**src/hdl/nsv_pkg.sv**
```systemverilog
package nsv_pkg;

    localparam int OUT_W = 13;

    localparam logic [1:0] CMD_APPEND = 2'd0;
    localparam logic [1:0] CMD_READ   = 2'd1;
    localparam logic [1:0] CMD_CLEAR  = 2'd2;

    localparam logic [1:0] ST_OK    = 2'd0;
    localparam logic [1:0] ST_FULL  = 2'd1;
    localparam logic [1:0] ST_RANGE = 2'd2;

    // what a transaction needs after acceptance
    localparam logic [1:0] K_IMMED = 2'd0;
    localparam logic [1:0] K_EMPTY = 2'd1;
    localparam logic [1:0] K_WALK  = 2'd2;
    localparam logic [1:0] K_READ  = 2'd3;

    typedef struct packed {
        logic [1:0]  command;
        logic [31:0] value;
        logic [11:0] index;
    } t_in;

    typedef struct packed {
        logic [1:0]       status;
        logic [OUT_W-1:0] prev_index;
        logic [OUT_W-1:0] next_index;
        logic [OUT_W-1:0] count;
    } t_out;

    typedef struct packed {
        logic latch;
        logic walk;
        logic finish;
        logic rd_done;
        logic push;
    } t_dp_cmd;

    typedef struct packed {
        logic [1:0] kind;
        logic       last;
    } t_dp_sts;

endpackage

```
**src/hdl/nsv_ctrl.sv**
```systemverilog
module nsv_ctrl import nsv_pkg::*; (
    input  logic    i_clk,
    input  logic    i_rst_n,
    input  logic    i_in_valid,
    output logic    o_in_stall,
    output logic    o_out_valid,
    input  logic    i_out_stall,
    input  t_dp_sts i_sts,
    output t_dp_cmd o_cmd
);

    localparam logic [2:0] S_IDLE   = 3'd0;
    localparam logic [2:0] S_WALK   = 3'd1;
    localparam logic [2:0] S_FINISH = 3'd2;
    localparam logic [2:0] S_READ   = 3'd3;
    localparam logic [2:0] S_PUSH   = 3'd4;

    logic [2:0] r_state;
    logic [2:0] n_state;
    logic       r_ovalid;
    logic       n_ovalid;
    logic       slot_free;

    assign slot_free = !r_ovalid || !i_out_stall;

    always_comb begin
        o_cmd   = '0;
        n_state = r_state;
        case (r_state)
            S_IDLE: begin
                if (i_in_valid) begin
                    o_cmd.latch = 1'b1;
                    case (i_sts.kind)
                        K_WALK:  n_state = S_WALK;
                        K_EMPTY: n_state = S_FINISH;
                        K_READ:  n_state = S_READ;
                        default: n_state = S_PUSH;
                    endcase
                end
            end
            S_WALK: begin
                o_cmd.walk = 1'b1;
                if (i_sts.last) begin
                    n_state = S_FINISH;
                end
            end
            S_FINISH: begin
                o_cmd.finish = 1'b1;
                n_state      = S_PUSH;
            end
            S_READ: begin
                o_cmd.rd_done = 1'b1;
                n_state       = S_PUSH;
            end
            S_PUSH: begin
                if (slot_free) begin
                    o_cmd.push = 1'b1;
                    n_state    = S_IDLE;
                end
            end
            default: begin
                n_state = S_IDLE;
            end
        endcase
    end

    always_comb begin
        if (o_cmd.push) begin
            n_ovalid = 1'b1;
        end else if (r_ovalid && !i_out_stall) begin
            n_ovalid = 1'b0;
        end else begin
            n_ovalid = r_ovalid;
        end
    end

    always_ff @(posedge i_clk) begin
        if (!i_rst_n) begin
            r_state  <= S_IDLE;
            r_ovalid <= 1'b0;
        end else begin
            r_state  <= n_state;
            r_ovalid <= n_ovalid;
        end
    end

    assign o_in_stall  = (r_state != S_IDLE);
    assign o_out_valid = r_ovalid;

endmodule

```
**config.mk**
```make
export PLATFORM = sky130hd
export DESIGN_NAME = nsv_ctrl
export DESIGN_NICKNAME = d
export VERILOG_FILES = /design/src/hdl/nsv_pkg.sv /design/src/hdl/nsv_ctrl.sv
export SDC_FILE = /design/constraint.sdc
export NUM_CORES = 1
export LEC_CHECK = 0
export BUFFER_PORTS_ARGS = -buffer_cell sky130_fd_sc_hd__buf_2
export CORE_AREA = 2 2 39 41
export CTS_CLUSTER_SIZE = 25
export DETAILED_ROUTE_END_ITERATION = 8
export DIE_AREA = 0 0 41 43
export PLACE_DENSITY = 0.53
export REMOVE_ABC_BUFFERS = 1
export SLEW_MARGIN = 20
export SYNTH_ARGS = -nofsm -noshare
export SYNTH_HDL_FRONTEND = slang
export SYNTH_SLANG_ARGS = --single-unit
```
**constraint.sdc**
```tcl
create_clock -name i_clk -period 1.35 [get_ports i_clk]
set_input_delay 0.405 -clock i_clk [delete_from_list [all_inputs] [get_ports i_clk]]
set_output_delay 0.405 -clock i_clk [all_outputs]
set_load 0.01 [all_outputs]
```
==> results.tsv, run 1 <==
stage	metric	value	unit
cts	Max clock buf depth	2	
pwr	P per Cell Area	842.1	nW/µm²
logic_synthesis	Post-synth top cells	dfxtp_1, nand2_1, nor2_1, a21oi_1	
layout	final core occ	33.27	%
timing	clk_skew	0.0004310	ns
status	status	finished with violations	
die	Initial Utilization	18.17	%
worst_setup_path	FF-to-FF Start	r_state[0]	
routing	DRT Pass-1 Iters	2	
cts	Root Buffer Master	clkbuf_4	
placement	pre-CTS setup slack	-0.003899	ns
cts	Worst-Skew Late Latency	0.23	ns
logic_synthesis	leading area contributor after synthesis	dfxtp_1	
global_route	number of global-route vias before repair	249	
routing	DRC Markers	0	
global_route	global-route wire length before repair	959	µm
logic_synthesis	Syn Area/Cell	8.672	µm²
worst_setup_path	RR Endpoint	r_state[2]	
routing	Routed WL	644	µm
timing	worst slew pin tran	0.1986	ns
routing	via/cell ratio	4.029	
placement	I/O Buffers	13	
die	I/O Pins	14	
global_route	Tot GR Track Use	8.826	%
global_route	Overflow after GRT	0	
timing	max_slew headroom	86.76	%
logic_synthesis	EDFF count, synth	0	
worst_setup_path	worst setup path category	flip-flop to output port	
layout	# diodes	0	
cts	cts bufs inserted	3	
worst_setup_path	WP data required	0.95	ns
routing	vias post-DR	274	
timing	Finish-stage setup viols	6	
die	Die Wd	41	µm
global_route	initial antenna violation count	0	
timing	Hold WS	0.4289	ns
timing	Final min period	1.569	ns
status	violated checks	setup timing	
worst_setup_path	CP Capture Type	output port	
layout	Area growth, synth to finish	83.08	%
logic_synthesis	Yosys reg bits	4	
die	FP Rows	14	
die	CORE AREA	1384	µm²
placement	dpl cells	57	
layout	post-route insts no fill	68	
cts	# H-tree levels	1	
job	MaxCap Viol Count	0	
pwr	P_leak	0.2231	nW
timing	Pins Over Slew Limit	0	
placement	Final Wtd Congestion	0.5746	
min_path	hold path startpoint	i_sts[0]	
layout	Design Area, Final	460.4	µm²
routing	Routed Antenna Nets	0	
logic_synthesis	Mapped Cells	29	
logic_synthesis	YS warnings	0	
global_route	pin count of the biggest net entering global routing	8	
logic_synthesis	Top FF cell, synth	dfxtp_1	
worst_setup_path	Startpoint Class	flip-flop	
placement	dpl hpwl	440.5	µm
die	height of the chip	43	µm
worst_setup_path	Max FO, Critical Path	6	
cts	CTS clk-pin slew, worst paths	0.04	ns
min_path	hold path endpoint	r_state[1]	
layout	nets@finish	61	
worst_setup_path	WP data arrival	1.16	ns
min_path	Min-Delay Path Class	input port to flip-flop	
timing	worst setup margin	-0.2194	ns
timing	Highest Clock Rate	637.2	MHz
die	die area	1763	µm²
cts	CTS tree	built	
pwr	VDD IR-drop max	292.3	µV
logic_synthesis	Unique masters post-synth	15	
logic_synthesis	Seq/Total Area, Yosys	31.84	%
worst_setup_path	r2r setup slk	-0.02	ns
worst_setup_path	FF-to-FF path depth	9	
layout	share of layout cells above drive strength 1	71.15	%
min_path	Hold Path Depth	3	
timing	period utilisation layout	116.3	%
placement	placed cell area	325.3	µm²
logic_synthesis	top-area cell type share of the netlist area	31.84	%
logic_synthesis	largest cells by area after synthesis	dfxtp_1, nor4b_4, o32ai_2	
routing	initial DRC count	5	
logic_synthesis	Mapped Area	251.5	µm²
timing	RSZ-0062 raised after global routing	true	
cts	CTS Sinks	4	
routing	DR WL/cell	9.471	µm
timing	Final Hold Fails	0	
layout	layout filler cell count	162	
logic_synthesis	FFs w/ async S/R, synth	0	%
-- repair_timing --
item | in CTS | in global routing
resized for setup | 9 | 7
buffers inserted | 6 | 2
hold buffers | 0 | 0
pin swaps | 4 | 4
setup endpoints to repair | 6 | 8
hold endpoints to repair | 0 | 0
-- where the power goes --
part	total (mW)	switching [mW]	internal [mW]
clock network	0.146	0.0466	0.0993
logic	0.108	0.0451	0.0630
registers	0.134	0.00887	0.125
-- worst max-delay path by stage --
stage / from / end / depth (start not counted)
3_5_place_dp: r_state[1] / o_cmd[4] / 3
3_3_place_gp: r_state[1] / o_cmd[4] / 3
6_report: r_state[1] / o_cmd[4] / 3
4_1_cts: r_state[1] / o_cmd[4] / 3
2_1_floorplan: r_state[0] / o_cmd[4] / 2
5_1_grt: r_state[1] / o_cmd[4] / 3
-- cells by family after synthesis --
kind of cell           share of synthesized area [%]
buffers and inverters                          10.45
AOI/OAI and AO/OA                              12.44
DFF                                            31.84
muxes                                          4.477
and+or+nand+nor                                40.79
-- cell type report --
cell class	count	area (µm²)	area share (%)
multi-input cells	21	170.2	36.96
repair buffers	22	151.4	32.88
flip-flops and latches	4	88.84	19.29
clock buffers	3	22.52	4.891
well taps	16	20.02	4.348
inverters	2	7.507	1.630
-- layout by cell type, fill, tap and decap left out --
| cell type | netlist | layout |
|---|---|---|
| and3b_1 | 1 | 1 |
| buf_6 | 1 | 5 |
| a21oi_1 | 3 | 1 |
| nor2_1 | 4 | 3 |
| nand3b_1 | 1 | 1 |
| nand2_1 | 4 | 4 |
| or3_4 | 0 | 1 |
| o32ai_2 | 1 | 1 |
| nor4b_4 | 1 | 1 |
| buf_2 | 0 | 13 |
| clkbuf_4 | 0 | 3 |
| buf_4 | 1 | 4 |
| or3_1 | 2 | 1 |
| nor2_2 | 0 | 1 |
| a21oi_2 | 0 | 2 |
| inv_1 | 2 | 2 |
| nor3b_2 | 0 | 2 |
| dfxtp_2 | 0 | 1 |
| dfxtp_4 | 0 | 2 |
| dfxtp_1 | 4 | 1 |
| nand3_1 | 1 | 1 |
| mux2_2 | 1 | 1 |
-- sequential cells by signal (all words and copies together) (netlist names) --
| signal | flops |
|---|---|
| o_out_valid | 1 |
| r_state | 3 |
-- routing by layer --
metal  GRT usage [%]  wire length, µm
met3           6.283               67
met1           9.295              277
met4           8.000                0
met5               0                0
met2           10.94              300
-- critical path, stage by stage, from the launching register on --
cell	delay [ns]
dfxtp_4	0.35
or3_4	0.37
nor2_2	0.10
buf_2	0.12
-- metrics by stage --
stage | power, mW | TNS [ns]
after detailed placement | 0.2092 | -0.003899
final | 0.3877 | -0.6985
after floorplan | 0.1746 | -0.03208
after CTS | 0.3843 | -0.6554
after global placement | 0.2080 | 0
after global routing | 0.4215 | -1.311
Note: power is estimated with default switching activity, not from simulation.
==> run 2, diff against run 1 <==
Settings changed: ABC_AREA set to 1, PLACE_DENSITY 0.53 to 0.55.
==> results.tsv, run 2 <==
stage	metric	value	unit
timing	period utilisation layout	104.7	%
layout	Area growth, synth to finish	52.97	%
logic_synthesis	Mapped Area	274.0	µm²
timing	RSZ-0062 raised after global routing	true	
pwr	NetSw	234.6	µW
global_route	global-route wire length before repair	1035	µm
cts	Worst-Skew Late Latency	0.23	ns
die	height of the chip	43	µm
layout	FF/Latch Area	88.84	µm²
routing	initial DRC count	6	
worst_setup_path	crit-path cells	nor2_4, nand2_2, nor2_1, buf_2	
cts	Root Buffer Master	clkbuf_4	
timing	Pins Over Slew Limit	0	
layout	Design Area, Final	419.2	µm²
die	I/O Pins	14	
pwr	Net Sw Frac	38.16	%
die	CORE AREA	1384	µm²
min_path	Min-Delay Path Class	input port to flip-flop	
pwr	Clock power frac	24.0	%
routing	DRC Markers	0	
logic_synthesis	Unique masters post-synth	16	
worst_setup_path	Max stage delay cell, worst path	dfxtp_2	
worst_setup_path	Max FO, Critical Path	4	
worst_setup_path	worst setup path category	flip-flop to output port	
routing	vias post-DR	306	
cts	cts bufs inserted	3	
logic_synthesis	most common cell in the netlist	nand2_1	
layout	largest register by flop count	r_state	
layout	commonest non-fill, non-tap cell in the layout	buf_2	
job	MaxCap Viol Count	0	
logic_synthesis	top-area cell type share of the netlist area	29.22	%
cts	CTS clk-pin slew, worst paths	0.04	ns
cts	CTS Sinks	4	
routing	via/cell ratio	4.192	
worst_setup_path	WP data required	0.95	ns
pwr	Power Internal	380.2	µW
routing	Routed WL	721	µm
worst_setup_path	WP data arrival	1.01	ns
worst_setup_path	CP Capture Type	output port	
worst_setup_path	Worst path top cell family by delay	flip-flops	
global_route	Tot GR Track Use	9.337	%
routing	Routed Antenna Nets	0	
logic_synthesis	Mapped Cells	39	
placement	placed cell area	355.3	µm²
logic_synthesis	leading area contributor after synthesis	dfxtp_1	
die	FP Rows	14	
timing	Finish-stage setup viols	2	
pwr	VDD IR-drop max	507.4	µV
timing	clk_skew	0.0001007	ns
pwr	Comb power frac	46.0	%
timing	Final Hold Fails	0	
logic_synthesis	Post-synth top cells	nand2_1, inv_1, dfxtp_1, nor2_1, nor3_1	
timing	worst slew pin tran	0.1759	ns
global_route	Overflow after GRT	0	
logic_synthesis	Yosys reg bits	4	
global_route	initial antenna violation count	0	
logic_synthesis	FFs w/ async S/R, synth	0	%
global_route	pin count of the biggest net entering global routing	9	
layout	# diodes	0	
placement	dpl cells	68	
timing	Highest Clock Rate	707.2	MHz
placement	pre-CTS setup slack	0.08894	ns
layout	multi-input combinational cell area	163.9	µm²
timing	Final min period	1.414	ns
placement	dpl hpwl	546.3	µm
timing	worst setup margin	-0.06398	ns
die	die area	1763	µm²
cts	# H-tree levels	1	
layout	max reg flops	3	
logic_synthesis	Syn Area/Cell	7.026	µm²
worst_setup_path	Startpoint Class	flip-flop	
layout	nets@finish	66	
status	violated checks	setup timing	
pwr	P_leak	0.2232	nW
placement	I/O Buffers	13	
timing	sum of negative setup slack	-0.1095	ns
routing	DRT Pass-1 Iters	4	
logic_synthesis	EDFF count, synth	0	
logic_synthesis	YS warnings	0	
pwr	P per Cell Area	1467	nW/µm²
worst_setup_path	CP bufs+invs	1	
global_route	number of global-route vias before repair	298	
status	status	finished with violations	
die	Initial Utilization	19.80	%
layout	share of layout cells above drive strength 1	63.16	%
cts	CTS tree	built	
cts	Max clock buf depth	2	
layout	final core occ	30.29	%
timing	max_slew headroom	88.22	%
logic_synthesis	largest cells by area after synthesis	dfxtp_1, nand2_1, nand3_2	
layout	layout filler cell count	151	
layout	post-route insts no fill	73	
routing	DR WL/cell	9.877	µm
placement	Final Wtd Congestion	0.8217	
worst_setup_path	CP max stage delay	0.34	ns
die	Die Wd	41	µm
logic_synthesis	Seq/Total Area, Yosys	29.22	%
logic_synthesis	Top FF cell, synth	dfxtp_1	
pwr	sequential cell fraction of total power	30.0	%
layout	most frequent cells in the layout	buf_2, nand2_1, inv_1, nor2_1, buf_4	
## run 2: area by class of cell
type                    count  share of cell area (%)
clock buffers               3                   5.373
well taps                  16                   4.776
flip-flops and latches      4                   21.19
multi-input cells          26                   39.10
inverters                   7                   6.866
repair buffers             17                   22.69
## run 2: what timing repair did
item                       CTS  global route
resized for setup           11             0
cloned                       0             0
pin swaps                    1             0
setup endpoints to repair    6             6
hold buffers                 0             0
setup buffers                1             1
## run 2: metrics by stage
stage               power [mW]  hold slack (ns)
floorplan               0.3141           0.5020
global placement        0.4052           0.4753
detailed placement      0.4079           0.4775
CTS                     0.5980           0.3948
global route            0.6608           0.4233
finish                  0.6148           0.4006
## run 2: worst min-delay path, cell delays in order
cell     delay, ns
buf_2         0.10
nand2_1       0.06
nor2_1        0.03
## run 2: final timing paths
check / from / end / slack, ns / cells after the start
max reg2reg: r_state[0] / r_state[2] / 0.17 / 8
max: r_state[0] / o_cmd[4] / -0.06 / 4
min reg2reg: o_out_valid / o_out_valid / 0.48 / 2
min: i_rst_n / r_state[2] / 0.40 / 3
## run 2: cell families (layout without fill, tap and decap cells)
group,count (synthesis),count (layout),share of synthesized area (%)
buffers and inverters,9,27,16.44
DFF,4,4,29.22
AOI/OAI and AO/OA,4,4,13.70
and+or+nand+nor,22,22,40.64
## run 2: power groups by stage
stage,registers [mW],clock network (mW),logic (mW)
floorplan,0.169,0,0.145
global placement,0.171,0,0.235
detailed placement,0.171,0,0.236
CTS,0.184,0.151,0.263
global route,0.188,0.162,0.311
finish,0.184,0.148,0.283
## run 2: routing by layer
| metal | up-vias | part of all wire [%] | GRT usage [%] |
|---|---|---|---|
| li1 | 162 | - | - |
| met1 | 126 | 40 | 9.325 |
| met2 | 14 | 51 | 13.44 |
| met3 | 4 | 5.4 | 1.571 |
| met4 | 0 | 3.5 | 12.00 |
| met5 | - | 0 | 0 |
==> run 3, diff against run 2 <==
Settings changed: PLACE_DENSITY 0.55 to unset, PLACE_DENSITY_LB_ADDON set to 0.12.
==> results.tsv, run 3 (synthesis results as in run 2) <==
stage	metric	value	unit
cts	cts bufs inserted	3	
timing	Finish-stage setup viols	4	
placement	Final Wtd Congestion	0.7565	
global_route	global-route wire length before repair	1145	µm
cts	# H-tree levels	1	
cts	Root Buffer Master	clkbuf_4	
layout	Area growth, synth to finish	72.60	%
job	MaxCap Viol Count	0	
timing	RSZ-0062 raised after global routing	true	
timing	worst slew pin tran	0.1457	ns
die	FP Rows	14	
layout	nets@finish	71	
cts	CTS Sinks	4	
layout	largest register by flop count	r_state	
global_route	met3 Use GR	1.571	%
pwr	Power, Total	672.1	µW
routing	DR WL/cell	8.603	µm
global_route	met2 Use GR	13.44	%
layout	layout filler cell count	157	
layout	multi-input combinational cell area	173.9	µm²
routing	initial DRC count	3	
layout	share of layout cells above drive strength 1	69.35	%
global_route	Overflow after GRT	0	
timing	Hold WS	0.3927	ns
cts	Max clock buf depth	2	
global_route	initial antenna violation count	0	
layout	Design Area, Final	473.0	µm²
placement	placed cell area	377.9	µm²
global_route	Tot GR Track Use	10.15	%
placement	dpl cells	71	
pwr	P_leak	0.2493	nW
die	Initial Utilization	19.80	%
cts	Worst-Skew Late Latency	0.24	ns
worst_setup_path	worst setup path category	flip-flop to output port	
routing	DRT Pass-1 Iters	4	
timing	worst setup margin	-0.06798	ns
layout	FF/Latch Area	88.84	µm²
worst_setup_path	WP data arrival	1.01	ns
routing	Routed Antenna Nets	0	
pwr	VDD IR-drop max	398.3	µV
layout	commonest non-fill, non-tap cell in the layout	buf_2	
layout	post-route insts no fill	78	
routing	vias post-DR	330	
timing	max_slew headroom	90.24	%
timing	Final min period	1.418	ns
routing	Routed WL	671	µm
layout	max reg flops	3	
cts	CTS tree	built	
placement	I/O Buffers	13	
cts	CTS clk-pin slew, worst paths	0.04	ns
status	violated checks	setup timing	
timing	period utilisation layout	105.0	%
pwr	P per Cell Area	1421	nW/µm²
routing	via/cell ratio	4.231	
global_route	number of global-route vias before repair	292	
worst_setup_path	Max FO, Critical Path	3	
timing	Highest Clock Rate	705.2	MHz
timing	Pins Over Slew Limit	0	
timing	Final Hold Fails	0	
worst_setup_path	CP Capture Type	output port	
die	die area	1763	µm²
die	Die Wd	41	µm
die	I/O Pins	14	
worst_setup_path	Startpoint Class	flip-flop	
status	status	finished with violations	
die	height of the chip	43	µm
global_route	busiest grt layer	met2	
layout	most frequent cells in the layout	buf_2, buf_4, nand2_1, inv_1, nor2_1	
global_route	pin count of the biggest net entering global routing	5	
layout	# diodes	0	
min_path	Min-Delay Path Class	input port to flip-flop	
worst_setup_path	WP data required	0.95	ns
die	CORE AREA	1384	µm²
placement	dpl hpwl	535	µm
routing	DRC Markers	0	
timing	clk_skew	0.0005907	ns
global_route	M1 GR Usage	12.90	%
[run 3: where the power goes]
part / internal [mW] / total, mW / switching (mW)
combinational: 0.181 / 0.344 / 0.162
clock: 0.0996 / 0.152 / 0.0522
sequential: 0.145 / 0.176 / 0.0313
[run 3: metrics by stage]
stage | util (%) | setup slack (ns) | setup TNS [ns]
after detailed placement | 27.31 | 0.1013 | 0
final | 34.18 | -0.06798 | -0.1560
after global placement | 27.31 | 0.1158 | 0
after floorplan | - | 0.1288 | 0
after global routing | 34.18 | -0.1222 | -0.4443
after CTS | 32.55 | -0.05977 | -0.1798
[run 3: critical path, stage by stage (launching register included)]
cell	delay [ns]
dfxtp_4	0.36
nor2_4	0.14
nand2_2	0.08
nor2_1	0.08
buf_2	0.13
[run 3: final timing paths]
path                    start           to  slack, ns  cells after the start
setup / recovery   r_state[1]     o_cmd[4]      -0.07                      4
hold / removal        i_rst_n   r_state[2]       0.39                      3
setup reg to reg   r_state[2]   r_state[2]       0.21                      8
hold reg to reg   o_out_valid  o_out_valid       0.48                      2
[run 3: what timing repair did]
item / in CTS / in global routing
pin swaps: 4 / 2
buffers inserted: 2 / 2
hold buffers: 0 / 0
resized for setup: 12 / 3
setup endpoints to repair: 6 / 6
endpoints found under the hold margin: 0 / 0
[run 3: layer usage]
layer,vias up,share of wire [%]
li1,173,-
met1,145,43
met2,10,49
met3,2,5.8
met4,0,2.5
met5,-,0
[run 3: layout make-up]
cell class,instances,share of cell area (%)
Multi-Input combinational cell,26,36.77
Sequential cell,4,18.78
Clock buffer,3,4.762
Timing Repair Buffer,22,28.84
Inverter,7,6.614
Tap cell,16,4.233
